File: config.mk
export PLATFORM = sky130hd
export DESIGN_NAME = dense_matrix_multiply_flat
export DESIGN_NICKNAME = d
export VERILOG_FILES = /design/src/sv/dmm_pkg.sv /design/src/sv/dmm_if.sv /design/src/sv/dense_matrix_multiply.sv /design/src/flat_wrapper.sv
export SDC_FILE = /design/constraint.sdc
export NUM_CORES = 2
export LEC_CHECK = 0
export BUFFER_PORTS_ARGS = -buffer_cell sky130_fd_sc_hd__buf_2
export CAP_MARGIN = 20
export CORE_AREA = 3 3 403 604
export DETAILED_ROUTE_END_ITERATION = 12
export DIE_AREA = 0 0 406 607
export PLACE_DENSITY_LB_ADDON = 0.12
export SYNTH_ARGS = -nofsm -noshare
export SYNTH_HDL_FRONTEND = slang
export SYNTH_SLANG_ARGS = --single-unit
File: constraint.sdc
create_clock -name clk_i -period 6.75 [get_ports clk_i]
set_input_delay 1.0125 -clock clk_i [delete_from_list [all_inputs] [get_ports clk_i]]
set_output_delay 1.0125 -clock clk_i [all_outputs]
set_load 0.005 [all_outputs]
File: src/sv/dmm_pkg.sv
`default_nettype none
package dmm_pkg;

  // Matrix store geometry
  localparam int unsigned MaxDim   = 8;
  localparam int unsigned IdxW     = 3;
  localparam int unsigned AddrW    = 2 * IdxW;
  localparam int unsigned ElemW    = 16;
  localparam int unsigned ProdW    = 2 * ElemW;
  localparam int unsigned SumW     = 35;
  localparam int unsigned DimW     = 4;
  localparam int unsigned OpW      = 2;
  localparam int unsigned CfgIdxW  = 2;

  // Operation codes
  localparam logic [OpW-1:0] OP_WRITE_A = 2'd0;
  localparam logic [OpW-1:0] OP_WRITE_B = 2'd1;
  localparam logic [OpW-1:0] OP_COMPUTE = 2'd2;

  // Configuration register indexes
  localparam logic [CfgIdxW-1:0] CFG_ROWS_A    = 2'd0;
  localparam logic [CfgIdxW-1:0] CFG_INNER_DIM = 2'd1;
  localparam logic [CfgIdxW-1:0] CFG_COLS_B    = 2'd2;

  localparam logic [DimW-1:0] DIM_RESET = 4'd8;

  // Clamp a dimension register to 1..MaxDim and return the last index
  function automatic logic [IdxW-1:0] last_index(input logic [DimW-1:0] dim);
    logic [IdxW-1:0] r;
    if (dim == '0) begin
      r = '0;
    end else if (dim >= DimW'(MaxDim)) begin
      r = IdxW'(MaxDim - 1);
    end else begin
      r = IdxW'(dim - 4'd1);
    end
    return r;
  endfunction

endpackage
`default_nettype wire

File: src/sv/dmm_if.sv
`default_nettype none
// Input channel: element writes and compute commands
interface dmm_in_if;
  logic                                  valid;
  logic                                  ready;
  logic [dmm_pkg::OpW-1:0]               operation;
  logic [dmm_pkg::IdxW-1:0]              row_index;
  logic [dmm_pkg::IdxW-1:0]              col_index;
  logic signed [dmm_pkg::ElemW-1:0]      element_value;

  modport source (output valid, operation, row_index, col_index, element_value,
                  input ready);
  modport sink (input valid, operation, row_index, col_index, element_value,
                output ready);
endinterface

// Output channel: result elements
interface dmm_out_if;
  logic                                  valid;
  logic                                  ready;
  logic [dmm_pkg::IdxW-1:0]              out_row;
  logic [dmm_pkg::IdxW-1:0]              out_col;
  logic signed [dmm_pkg::SumW-1:0]       product_sum;
  logic                                  last_element;

  modport source (output valid, out_row, out_col, product_sum, last_element,
                  input ready);
  modport sink (input valid, out_row, out_col, product_sum, last_element,
                output ready);
endinterface
`default_nettype wire

File: src/sv/dense_matrix_multiply.sv
`default_nettype none
// Dense matrix multiply C = A x B on signed Q8.8 elements, results in exact
// Q19.16. A and B sit in two 64x16 synchronous RAMs addressed {row, col}.
// A write transaction is operation 0 for A or 1 for B, stored when it is
// accepted; operation 3 is dropped. A compute transaction emits rows_a x cols_b
// results in row-major order, the final one flagged by last_element. Each
// result is built at one multiply-accumulate per cycle, limited by the single
// read port of each RAM, then passes the read, multiply, accumulate and emit
// steps before the next result starts; the emit may stall on out_if.ready.
// Input is held off while a compute runs; the final result may still wait in
// the output register while new transactions are taken. Dimensions are
// sampled when the compute transaction is accepted; zero reads as 1 and values
// above 8 read as 8. Reading an element that was never written returns an undefined value.
module dense_matrix_multiply (
  input  wire logic                          clk_i,
  input  wire logic                          rst_ni,
  dmm_in_if.sink                             in_if,
  dmm_out_if.source                          out_if,
  input  wire logic                          cfg_we_i,
  input  wire logic [dmm_pkg::CfgIdxW-1:0]   cfg_index_i,
  input  wire logic [dmm_pkg::DimW-1:0]      cfg_data_i
);
  import dmm_pkg::*;

  localparam logic [1:0] ST_IDLE  = 2'd0;
  localparam logic [1:0] ST_RUN   = 2'd1;
  localparam logic [1:0] ST_DRAIN = 2'd2;
  localparam logic [1:0] ST_EMIT  = 2'd3;

  logic [1:0]              state_q, state_d;
  logic [DimW-1:0]         rows_a_q, inner_dim_q, cols_b_q;
  logic [IdxW-1:0]         i_last_q, k_last_q, j_last_q;
  logic [IdxW-1:0]         i_q, j_q, k_q;
  logic [IdxW-1:0]         i_d, j_d, k_d;

  logic [ElemW-1:0]        mem_a [MaxDim*MaxDim];
  logic [ElemW-1:0]        mem_b [MaxDim*MaxDim];
  logic [ElemW-1:0]        a_rd_q, b_rd_q;

  logic                    s1_valid_q, s1_last_q;
  logic                    s2_valid_q, s2_last_q;
  logic signed [ProdW-1:0] prod_q;
  logic signed [SumW-1:0]  acc_q;
  logic                    done_q;

  logic                    out_valid_q;
  logic [IdxW-1:0]         out_row_q, out_col_q;
  logic signed [SumW-1:0]  out_sum_q;
  logic                    out_last_q;

  logic                    in_fire, wr_a, wr_b, start;
  logic                    issue, emit, last_elem;
  logic [AddrW-1:0]        wr_addr, rd_addr_a, rd_addr_b;

  assign in_if.ready = (state_q == ST_IDLE);
  assign in_fire     = in_if.valid && in_if.ready;
  assign wr_a        = in_fire && (in_if.operation == OP_WRITE_A);
  assign wr_b        = in_fire && (in_if.operation == OP_WRITE_B);
  assign start       = in_fire && (in_if.operation == OP_COMPUTE);
  assign wr_addr     = {in_if.row_index, in_if.col_index};

  assign issue       = (state_q == ST_RUN);
  assign rd_addr_a   = {i_q, k_q};
  assign rd_addr_b   = {k_q, j_q};

  assign last_elem   = (i_q == i_last_q) && (j_q == j_last_q);
  assign emit        = (state_q == ST_EMIT) && (!out_valid_q || out_if.ready);

  // Configuration registers
  always_ff @(posedge clk_i or negedge rst_ni) begin
    if (!rst_ni) begin
      rows_a_q    <= DIM_RESET;
      inner_dim_q <= DIM_RESET;
      cols_b_q    <= DIM_RESET;
    end else if (cfg_we_i) begin
      case (cfg_index_i)
        CFG_ROWS_A:    rows_a_q    <= cfg_data_i;
        CFG_INNER_DIM: inner_dim_q <= cfg_data_i;
        CFG_COLS_B:    cols_b_q    <= cfg_data_i;
        default:       ;
      endcase
    end
  end

  // Matrix stores: one write and one registered read per cycle each
  always_ff @(posedge clk_i) begin
    if (wr_a) begin
      mem_a[wr_addr] <= in_if.element_value;
    end
    a_rd_q <= mem_a[rd_addr_a];
  end

  always_ff @(posedge clk_i) begin
    if (wr_b) begin
      mem_b[wr_addr] <= in_if.element_value;
    end
    b_rd_q <= mem_b[rd_addr_b];
  end

  // Sequencer over (i, j, k)
  always_comb begin
    state_d = state_q;
    i_d     = i_q;
    j_d     = j_q;
    k_d     = k_q;
    case (state_q)
      ST_IDLE: begin
        if (start) begin
          state_d = ST_RUN;
          i_d     = '0;
          j_d     = '0;
          k_d     = '0;
        end
      end
      ST_RUN: begin
        if (k_q == k_last_q) begin
          k_d     = '0;
          state_d = ST_DRAIN;
        end else begin
          k_d = k_q + 3'd1;
        end
      end
      ST_DRAIN: begin
        if (done_q) begin
          state_d = ST_EMIT;
        end
      end
      ST_EMIT: begin
        if (emit) begin
          if (last_elem) begin
            state_d = ST_IDLE;
          end else begin
            state_d = ST_RUN;
            if (j_q == j_last_q) begin
              j_d = '0;
              i_d = i_q + 3'd1;
            end else begin
              j_d = j_q + 3'd1;
            end
          end
        end
      end
      default: state_d = ST_IDLE;
    endcase
  end

  always_ff @(posedge clk_i or negedge rst_ni) begin
    if (!rst_ni) begin
      state_q <= ST_IDLE;
      i_q     <= '0;
      j_q     <= '0;
      k_q     <= '0;
    end else begin
      state_q <= state_d;
      i_q     <= i_d;
      j_q     <= j_d;
      k_q     <= k_d;
    end
  end

  // Dimensions latched at compute start
  always_ff @(posedge clk_i) begin
    if (start) begin
      i_last_q <= last_index(rows_a_q);
      k_last_q <= last_index(inner_dim_q);
      j_last_q <= last_index(cols_b_q);
    end
  end

  // MAC pipeline control: read, multiply, accumulate
  always_ff @(posedge clk_i or negedge rst_ni) begin
    if (!rst_ni) begin
      s1_valid_q <= 1'b0;
      s1_last_q  <= 1'b0;
      s2_valid_q <= 1'b0;
      s2_last_q  <= 1'b0;
      done_q     <= 1'b0;
    end else begin
      s1_valid_q <= issue;
      s1_last_q  <= issue && (k_q == k_last_q);
      s2_valid_q <= s1_valid_q;
      s2_last_q  <= s1_last_q;
      done_q     <= s2_valid_q && s2_last_q;
    end
  end

  // Product and running sum
  always_ff @(posedge clk_i) begin
    prod_q <= $signed(a_rd_q) * $signed(b_rd_q);
    if (start || emit) begin
      acc_q <= '0;
    end else if (s2_valid_q) begin
      acc_q <= acc_q + SumW'(prod_q);
    end
  end

  // Output register
  always_ff @(posedge clk_i or negedge rst_ni) begin
    if (!rst_ni) begin
      out_valid_q <= 1'b0;
    end else if (emit) begin
      out_valid_q <= 1'b1;
    end else if (out_if.ready) begin
      out_valid_q <= 1'b0;
    end
  end

  always_ff @(posedge clk_i) begin
    if (emit) begin
      out_row_q  <= i_q;
      out_col_q  <= j_q;
      out_sum_q  <= acc_q;
      out_last_q <= last_elem;
    end
  end

  assign out_if.valid        = out_valid_q;
  assign out_if.out_row      = out_row_q;
  assign out_if.out_col      = out_col_q;
  assign out_if.product_sum  = out_sum_q;
  assign out_if.last_element = out_last_q;

  // Checks
  a_done_in_drain: assert property (@(posedge clk_i) disable iff (!rst_ni)
    done_q |-> (state_q == ST_DRAIN))
    else $error("accumulation finished outside drain");

  a_no_input_in_flight: assert property (@(posedge clk_i) disable iff (!rst_ni)
    (s1_valid_q || s2_valid_q) |-> !in_if.ready)
    else $error("input taken while MAC pipeline busy");

  a_out_from_emit: assert property (@(posedge clk_i) disable iff (!rst_ni)
    $rose(out_valid_q) |-> $past(state_q == ST_EMIT))
    else $error("result presented without emit");

endmodule
`default_nettype wire
File: src/flat_wrapper.sv
// flat-port wrapper written by rule: the top's interface ports become plain ports
module dense_matrix_multiply_flat import dmm_pkg::*;
  (clk_i, rst_ni, cfg_we_i, cfg_index_i, cfg_data_i, in_if_valid, in_if_operation, in_if_row_index, in_if_col_index, in_if_element_value, in_if_ready, out_if_valid, out_if_out_row, out_if_out_col, out_if_product_sum, out_if_last_element, out_if_ready);
  dmm_in_if in_if_i ();
  dmm_out_if out_if_i ();
  input  wire logic clk_i;
  input  wire logic rst_ni;
  input  wire logic cfg_we_i;
  input  wire logic [dmm_pkg::CfgIdxW-1:0] cfg_index_i;
  input  wire logic [dmm_pkg::DimW-1:0] cfg_data_i;
  input wire logic [$bits(in_if_i.valid)-1:0] in_if_valid;
  input wire logic [$bits(in_if_i.operation)-1:0] in_if_operation;
  input wire logic [$bits(in_if_i.row_index)-1:0] in_if_row_index;
  input wire logic [$bits(in_if_i.col_index)-1:0] in_if_col_index;
  input wire logic [$bits(in_if_i.element_value)-1:0] in_if_element_value;
  output wire logic [$bits(in_if_i.ready)-1:0] in_if_ready;
  output wire logic [$bits(out_if_i.valid)-1:0] out_if_valid;
  output wire logic [$bits(out_if_i.out_row)-1:0] out_if_out_row;
  output wire logic [$bits(out_if_i.out_col)-1:0] out_if_out_col;
  output wire logic [$bits(out_if_i.product_sum)-1:0] out_if_product_sum;
  output wire logic [$bits(out_if_i.last_element)-1:0] out_if_last_element;
  input wire logic [$bits(out_if_i.ready)-1:0] out_if_ready;
  assign in_if_i.valid = in_if_valid;
  assign in_if_i.operation = in_if_operation;
  assign in_if_i.row_index = in_if_row_index;
  assign in_if_i.col_index = in_if_col_index;
  assign in_if_i.element_value = in_if_element_value;
  assign in_if_ready = in_if_i.ready;
  assign out_if_valid = out_if_i.valid;
  assign out_if_out_row = out_if_i.out_row;
  assign out_if_out_col = out_if_i.out_col;
  assign out_if_product_sum = out_if_i.product_sum;
  assign out_if_last_element = out_if_i.last_element;
  assign out_if_i.ready = out_if_ready;
  dense_matrix_multiply u_core (.clk_i(clk_i), .rst_ni(rst_ni), .in_if(in_if_i), .out_if(out_if_i), .cfg_we_i(cfg_we_i), .cfg_index_i(cfg_index_i), .cfg_data_i(cfg_data_i));
endmodule
==> out/metrics.cfg <==
[outcome]
status=completed

[routing]
wl_mm=238.3
drc=0
antenna_left=0
drt_first_pass_iters=5
dr.first_iter.drc_count=3223
num_vias=44900
viasPerCell=5.350
wl_per_cell_um=28.40

[yosys]
netlist.area_leader.share_pct=66.15
yosys-top-cells-count=edfxtp_1 (2099), mux4_2 (672), inv_1 (326)
syn_inst=4796
synthArstFlopShare_pct=1.302
synthTopCellsByArea=edfxtp_1 (66%), mux4_2 (16%), fa_1 (5.5%)
syn_area_sq_mm=0.09528
synthFlopType=edfxtp_1
synth_top_cell_by_area=edfxtp_1
synth_edf_count=2099
syn-num-nets=5220
yosysWarnings=0
synth_cell_types=70
yosysSeqAreaShare_pct=69.00
ys_seq_elements=2227
synth.most_common_cell=edfxtp_1
avgSynthCellArea_sq_um=19.87

[floorplan]
initial_utilization_pct=39.83
die_w_um=406
io_pins=79
num_rows=220
dieHeight_um=607
die-area_sq_mm=0.2464
fp.coreArea_sq_mm=0.2392

[sta]
whs_ns=0.2068
tns_ns=0
fin_crit_ns=6.381
rsz0062_at_grt=false
tightest_slew_ns=1.190
relSlewSlack_pct=19.95
fmax_mhz=156.7
setup_slack_ns=0.3692
maxSlewViolCount=0
post-route-period-util_pct=94.53
setup_violations=0
skew_ns=0.05047
finalHoldViolCount=0

[global_routing]
grt_pass1_wl_mm=348.5
antenna_found_initial=16
grt-ovfl-total=0
track_usage_pct=19.61
grt_pass1_vias=49050
grt_max_degree=120

[worst_setup_path]
startpoint=u_core.b_rd_q[11]
r2r-start=u_core.b_rd_q[11]
cp-start-kind=flop
worstSetupPathType=flop to flop
cp.arrival_ns=7.13
r2r_cells=20
crit_fanout=16
ff2ff_setup_slack_ns=0.37
rr_endpoint=u_core.prod_q[31]
worstSetupEndpointType=flop
crit_end=u_core.prod_q[31]
critPathRequiredTime_ns=7.50

[hold_path]
hold_class=input pin to asynchronous set/reset pin

[clock_network]
clk_path_buf_depth=4
ctsHoldBuffers=0
path_clk_slew_ns=0.06
cts_tree=yes
cts_setup_buffers=0
cts_buffers=220
clk_latency_ns=0.86
clock-root-buffer=clkbuf_16
cts_resized=0
clock_sinks=2227
ctsHtreeMaxLevel=4

[placed_design]
gp_congestion=0.8602
hpwl_mm=155.4
port_buffers=78
pre_cts_ws_ns=0.3237

[job]
maxCapViolations=0

[layout]
area_growth_pct=12.64
final_core_util_pct=44.87
finalNetCount=5520
fillCellCount=20380
drive_gt1_share_pct=24.70
multi_input_area_sq_mm=0.02733
seq_area_sq_mm=0.06577

## cell families after synthesis
group | share of synthesized area [%]
flops | 69.00
mux | 16.19
simple gates | 3.300
buf+inv | 2.326
fa+ha+maj | 7.180
compound gates | 1.405
xor+xnor | 0.5975
## how the worst min path moves through the flow
stage / depth (start not counted) / startpoint / slack [ns] / endpoint
2_1_floorplan: 0 / u_core.s1_last_q / 0.33 / u_core.s2_last_q
3_3_place_gp: 0 / u_core.s1_valid_q / 0.33 / u_core.s2_valid_q
3_5_place_dp: 0 / u_core.s1_valid_q / 0.34 / u_core.s2_valid_q
4_1_cts: 1 / rst_ni / 0.16 / u_core.out_if.valid
5_1_grt: 1 / rst_ni / 0.22 / u_core.out_if.valid
6_report: 1 / rst_ni / 0.21 / u_core.out_if.valid
## sequential cells by signal, indices dropped and copies added (netlist names), 4 cells and up
signal,count
u_core.mem_b,1024
u_core.mem_a,1024
u_core.prod_q,32
u_core.inner_dim_q,4
u_core.b_rd_q,16
u_core.cols_b_q,4
u_core.out_if.product_sum,35
u_core.rows_a_q,4
u_core.acc_q,35
u_core.a_rd_q,16
## layout make-up
type / instances / share of cell area, %
diodes: 11 / 0.02565
inverters: 326 / 1.140
well taps: 3108 / 3.623
multi-input cells: 2027 / 25.46
clock inverters: 134 / 1.040
clock buffers: 264 / 5.332
flip-flops and latches: 2227 / 61.28
repair buffers: 294 / 2.096
## stage by stage
step	cell area, sq um	cells
floorplan	95280	4796
global placement	100400	7979
detailed placement	100400	7979
CTS	107200	8377
global route	107300	8387
finish	107300	8391
## per-layer routing
layer / wire length [um] / GRT usage [%]
met1: 88050 / 22.41
met3: 7968 / 2.546
met5: 18 / 0
met4: 7508 / 6.382
met2: 134700 / 37.52
## worst max-delay path, cell delays in order (launching register included)
cell	delay, ns
dfxtp_1	0.78
nand2_1	0.16
fa_1	0.54
inv_1	0.06
fa_1	0.56
fa_1	0.45
fa_1	0.48
fa_1	0.49
inv_1	0.05
fa_1	0.47
inv_1	0.05
ha_1	0.29
a21o_1	0.19
a21o_1	0.20
a2111oi_2	0.35
o311a_1	0.26
nor3_2	0.09
a311o_1	0.33
a211oi_2	0.25
a21oi_1	0.12
xnor2_1	0.13
## cell usage in the layout, fill, tap and decap left out, types with 57 or more instances in the layout
cell type / count
a21oi_1: 65
fa_1: 263
nand2_1: 194
mux4_2: 672
buf_2: 62
inv_1: 326
nor2_1: 202
edfxtp_1: 2099
clkinv_1: 57
clkbuf_16: 222
dfxtp_1: 99
ha_1: 126
buf_4: 218
and2_1: 122
Power is left out: the tool's default activity adds up to more than one toggle a clock period on the data nets, which glitch-free logic cannot reach.
